<file path="config.mk">
export PLATFORM = sky130hd
export DESIGN_NAME = rbpd_seq_match
export DESIGN_NICKNAME = d
export VERILOG_FILES = /design/src/ring_buffer_packet_deframer_assert.svh /design/src/rbpd_pkg.sv /design/src/rbpd_seq_match.sv
export SDC_FILE = /design/constraint.sdc
export NUM_CORES = 1
export LEC_CHECK = 0
export BUFFER_PORTS_ARGS = -buffer_cell sky130_fd_sc_hd__clkbuf_2
export CAP_MARGIN = 20
export CORE_MARGIN = 4
export CORE_UTILIZATION = 35
export DETAILED_ROUTE_END_ITERATION = 10
export SKIP_LAST_GASP = 1
export SLEW_MARGIN = 40
export SYNTH_ARGS = -nofsm -noshare
export SYNTH_HDL_FRONTEND = slang
export SYNTH_SLANG_ARGS = --single-unit
</file>
<file path="constraint.sdc">
create_clock -name vclk -period 9.4
set_input_delay 1.41 -clock vclk [all_inputs]
set_output_delay 1.41 -clock vclk [all_outputs]
set_load 0.01 [all_outputs]
</file>
<file path="src/ring_buffer_packet_deframer_assert.svh">
// ----------------------------------------------------------------------------
// Assertion macros for the ring buffer packet deframer
// Checks are clocked on clk_i and disabled while rst_ni is low.
// ----------------------------------------------------------------------------
`ifndef RING_BUFFER_PACKET_DEFRAMER_ASSERT_SVH
`define RING_BUFFER_PACKET_DEFRAMER_ASSERT_SVH

// same-cycle implication
`define RBPD_ASSERT_IMP(lbl, ante, cons) \
  lbl: assert property (@(posedge clk_i) disable iff (!rst_ni) (ante) |-> (cons)) \
    else $error("rbpd check failed");

// next-cycle implication
`define RBPD_ASSERT_NXT(lbl, ante, cons) \
  lbl: assert property (@(posedge clk_i) disable iff (!rst_ni) (ante) |=> (cons)) \
    else $error("rbpd check failed");

`endif

</file>
<file path="src/rbpd_pkg.sv">
// ----------------------------------------------------------------------------
// rbpd_pkg
// Types and constants shared by the packet deframer modules.
// ----------------------------------------------------------------------------
package rbpd_pkg;

  typedef enum logic {
    OP_PUSH = 1'b0,
    OP_POLL = 1'b1
  } opcode_e;

  typedef enum logic [2:0] {
    ST_STORED = 3'd0,
    ST_FULL   = 3'd1,
    ST_NONE   = 3'd2,
    ST_BYTE   = 3'd3,
    ST_EMPTY  = 3'd4
  } status_e;

  typedef enum logic [2:0] {
    CFG_HEAD_LEN    = 3'd0,
    CFG_TAIL_LEN    = 3'd1,
    CFG_HEAD_SEQ    = 3'd2,
    CFG_TAIL_SEQ    = 3'd3,
    CFG_MAX_PAYLOAD = 3'd4
  } cfg_reg_e;

  typedef enum logic [2:0] {
    FSM_IDLE,
    FSM_RESULT,
    FSM_SCAN,
    FSM_PAY_RD,
    FSM_PAY_WR
  } fsm_e;

  typedef struct packed {
    opcode_e    opcode;
    logic [7:0] rx_byte;
  } in_t;

  typedef struct packed {
    status_e    status;
    logic [7:0] payload_byte;
    logic       last;
    logic [8:0] fill_level;
  } out_t;

  localparam logic [2:0]  HeadLenRst    = 3'd2;
  localparam logic [2:0]  TailLenRst    = 3'd2;
  localparam logic [31:0] HeadSeqRst    = 32'h0000_0000;
  localparam logic [31:0] TailSeqRst    = 32'h0000_0A0D;
  localparam logic [5:0]  MaxPayloadRst = 6'd63;

  // byte idx of a sequence word; bytes past the fourth read as zero
  function automatic logic [7:0] seq_byte(input logic [31:0] seq, input logic [3:0] idx);
    logic [31:0] sh;
    sh = seq >> {idx, 3'b000};
    return (idx < 4'd4) ? sh[7:0] : 8'h00;
  endfunction

endpackage

</file>
<file path="src/rbpd_seq_match.sv">
// ----------------------------------------------------------------------------
// rbpd_seq_match
// Compares the newest len bytes of the byte window against a sequence word.
// ----------------------------------------------------------------------------
module rbpd_seq_match #(
  parameter int MAX_SEQ_LEN = 4,
  parameter int LW          = 3
) (
  input  logic [MAX_SEQ_LEN-1:0][7:0] win_i,
  input  logic [31:0]                 seq_i,
  input  logic [LW-1:0]               len_i,
  output logic                        match_o
);

  import rbpd_pkg::*;

  logic [3:0] len4;

  assign len4 = 4'(len_i);

  // win_i[0] is the newest byte; it pairs with sequence byte len-1
  always_comb begin
    match_o = 1'b1;
    for (int m = 0; m < MAX_SEQ_LEN; m++) begin
      if (4'(m) < len4) begin
        if (win_i[m] != seq_byte(seq_i, len4 - 4'(m) - 4'd1)) begin
          match_o = 1'b0;
        end
      end
    end
  end

endmodule

</file>
==> out/metrics.yaml <==
logic_synthesis:
  syn_avg_cell_area_um2: 8.449
  syn_inst: 202
  netlist_area_mm2: 0.001707
  synthTopCellsByArea: "mux4_2 21%, xnor2_1 6.2%, o21ai_0 5.3%, a22oi_1 4.8%, mux2i_1 4.7%"
  synth_compound_area_frac: 0.3614
  synth_top_family_by_area: "compound AO/OA/AOI/OAI gates"
  synth_fp_nets: 274
  yosysUniqueCellTypes: 52
  yosys.area_share.adder: 0.03666
  yosysWarningCount: 0
  muxShareOfSynthArea: 0.2581
  yosys.area_share.simple: 0.1789
  yosysTopAreaCellShare: 0.2111
  synthXorXnorAreaFrac: 0.09238
  yosysTopAreaCell: "mux4_2"
  synth.yosys.seq_area_share: 0
sta:
  fin_tns_setup_ns: 0
  drv_slew: 0
  min_period_over_period: 0.6602
  relSlewSlack: 0.5752
  layout_min_cycle_time_ns: 6.206
  worstMarginPinSlew_ns: 0.6343
  hold_viol_final: 0
  final-setup-viol-count: 0
  rsz0062_at_grt: "no"
  worst_hold_slack_ns: 3.432
  max_freq_mhz: 161.1
finish:
  final_area_mm2: 0.002043
  nets: 330
  flops_and_latches: 0
  seqCellArea_um2: 0
  drive_gt1_frac: 0.3711
  antenna_cells: 0
  clock_buffers: 0
  area_growth_pct: 19.72
power_and_ir_drop:
  ir_drop_uv: 26.69
  power_frac_comb: 1.000
  power_switching_uw: 61.96
  swShare: 0.5305
  p_int_uw: 54.84
  seqPwrFrac: 0
  power.density_mw_per_mm2: 57.16
  clock_power_share: 0
  p_leak_uw: 0.0007807
flow_run:
  drv_cap: 0
placed_design:
  dp_hpwl_um: 4498
  gp_congestion: 0.9215
  placed_area_mm2: 0.002043
  numPortBuffers: 68
routing:
  drcViolationCount: 0
  wirelength_um: 5558
  first_pass_iters: 4
  vias: 2017
  ant_nets: 0
  wl_per_cell_um: 17.21
  drtIter0Drc: 226
  vias_per_cell: 6.245
cts:
  cts_hold_buf: 0
  post-cts-setup-buffers: 0
  ctsResizeCount: 0
floorplan:
  io_pins: 68
  rows: 25
  core_mm2: 0.004723
  fp.dieW_um: 77.83
  initial_core_util: 0.3613
  dieArea_mm2: 0.006058
  die_y_um: 77.83
setup_path:
  path_class: "in2out"
  worstSetupEndpointType: "output port"
  crit_arrival_ns: 4.80
  required_ns: 7.99
  crit_path_start: "len_i[0]"
  start_kind: "input pin"
  crit_fanout: 53
global_routing:
  gr-total-overflow: 0
  grt_pass1_vias: 1802
  grt_max_degree: 54
  grt_first_pass_wirelength_um: 8901
  track_usage: 0.1751
  grt_antenna_before_repair: 0
worst_hold_path:
  whs_endpoint: "match_o"
  min_from: "len_i[2]"
  min_path_cells: 5
  hold_class: "in2out"
outcome:
  status: "complete, no violations"
[through the flow]
step	setup WS, ns	std cells	power (uW)	util
floorplan	3.834	202	80.90	-
global placement	3.319	323	116.0	0.4321
detailed placement	3.247	323	116.0	0.4326
CTS	3.230	323	116.6	0.4326
global route	2.951	323	128.6	0.4326
finish	3.194	323	116.8	0.4326
[worst max path at each step]
stage / to / slack, ns / depth (start not counted)
floorplan: match_o / 3.83 / 14
global placement: match_o / 3.32 / 14
detailed placement: match_o / 3.25 / 14
CTS: match_o / 3.23 / 14
global route: match_o / 2.95 / 14
finish: match_o / 3.19 / 14
[cells in the mapped netlist, types with 2 or more instances]
| master | count |
|---|---|
| nand4b_1 | 2 |
| xnor2_1 | 12 |
| buf_2 | 6 |
| nor2b_1 | 2 |
| nor2_1 | 10 |
| a31oi_1 | 4 |
| or2_2 | 3 |
| a21oi_1 | 2 |
| o211ai_1 | 4 |
| a221oi_1 | 5 |
| nand2_1 | 6 |
| clkbuf_1 | 4 |
| nand3b_1 | 6 |
| buf_4 | 2 |
| xor2_1 | 6 |
| a32oi_1 | 5 |
| o21ai_0 | 18 |
| mux2i_1 | 8 |
| nand3_1 | 11 |
| nor4_1 | 2 |
| ha_1 | 5 |
| a22oi_1 | 11 |
| a222oi_1 | 2 |
| nor3_1 | 3 |
| a22o_1 | 3 |
| buf_6 | 4 |
| inv_1 | 5 |
| nand4_1 | 4 |
| a211oi_1 | 2 |
| and2_1 | 2 |
| a221o_1 | 6 |
| mux4_2 | 16 |
| a211o_1 | 2 |
[routing by layer]
layer | wire (um) | global-route usage | vias up
met5 | 0 | 0 | -
met4 | 77 | 0.02491 | 0
met3 | 533 | 0.01276 | 6
met2 | 2519 | 0.2808 | 111
met1 | 2427 | 0.2603 | 940
li1 | - | - | 960
[logic make-up (layout without fill, tap and decap cells)]
family / after synthesis / count (layout)
simple gates: 55 / 55
buf+inv: 21 / 75
fa+ha+maj: 5 / 5
xor+xnor: 18 / 18
compound gates: 79 / 79
mux: 24 / 24
[worst max-delay path, stage by stage]
cell and delay [ns]:
clkbuf_2 0.07, buf_4 0.47, inv_1 0.16, ha_1 0.31, buf_4 0.33, inv_1 0.28, a221oi_1 0.27, nor2_1 0.11
a2111oi_0 0.39, nor4_1 0.11, a211o_1 0.31, a211o_1 0.23, a31oi_1 0.16, clkbuf_2 0.17
[power groups by stage]
| stage | clock network (uW) | logic, uW | registers [uW] |
|---|---|---|---|
| CTS | 0 | 117 | 0 |
| detailed placement | 0 | 116 | 0 |
| global placement | 0 | 116 | 0 |
| finish | 0 | 117 | 0 |
| floorplan | 0 | 80.9 | 0 |
| global route | 0 | 129 | 0 |
[cells in the final DEF, fill, tap and decap left out, types with 2 or more instances in the layout]
master and instances:
a211o_1 2, a211oi_1 2, a21oi_1 2, a221o_1 6, a221oi_1 5, a222oi_1 2, a22o_1 3, a22oi_1 11
a31oi_1 4, a32oi_1 5, and2_1 2, buf_4 2, clkbuf_2 68, ha_1 5, inv_1 5, mux2i_1 8
mux4_2 16, nand2_1 6, nand3_1 11, nand3b_1 6, nand4_1 4, nand4b_1 2, nor2_1 10, nor3_1 3
nor4_1 2, o211ai_1 4, o21ai_0 18, or2_2 3, xnor2_1 12, xor2_1 6
[area by class of cell]
cell class / count / area [um^2]
well taps: 67 / 83.83
fillers: 492 / 2680
multi-input cells: 181 / 1585
inverters: 5 / 18.77
repair buffers: 70 / 355.3
No activity file was read; power rests on OpenSTA's default activity.
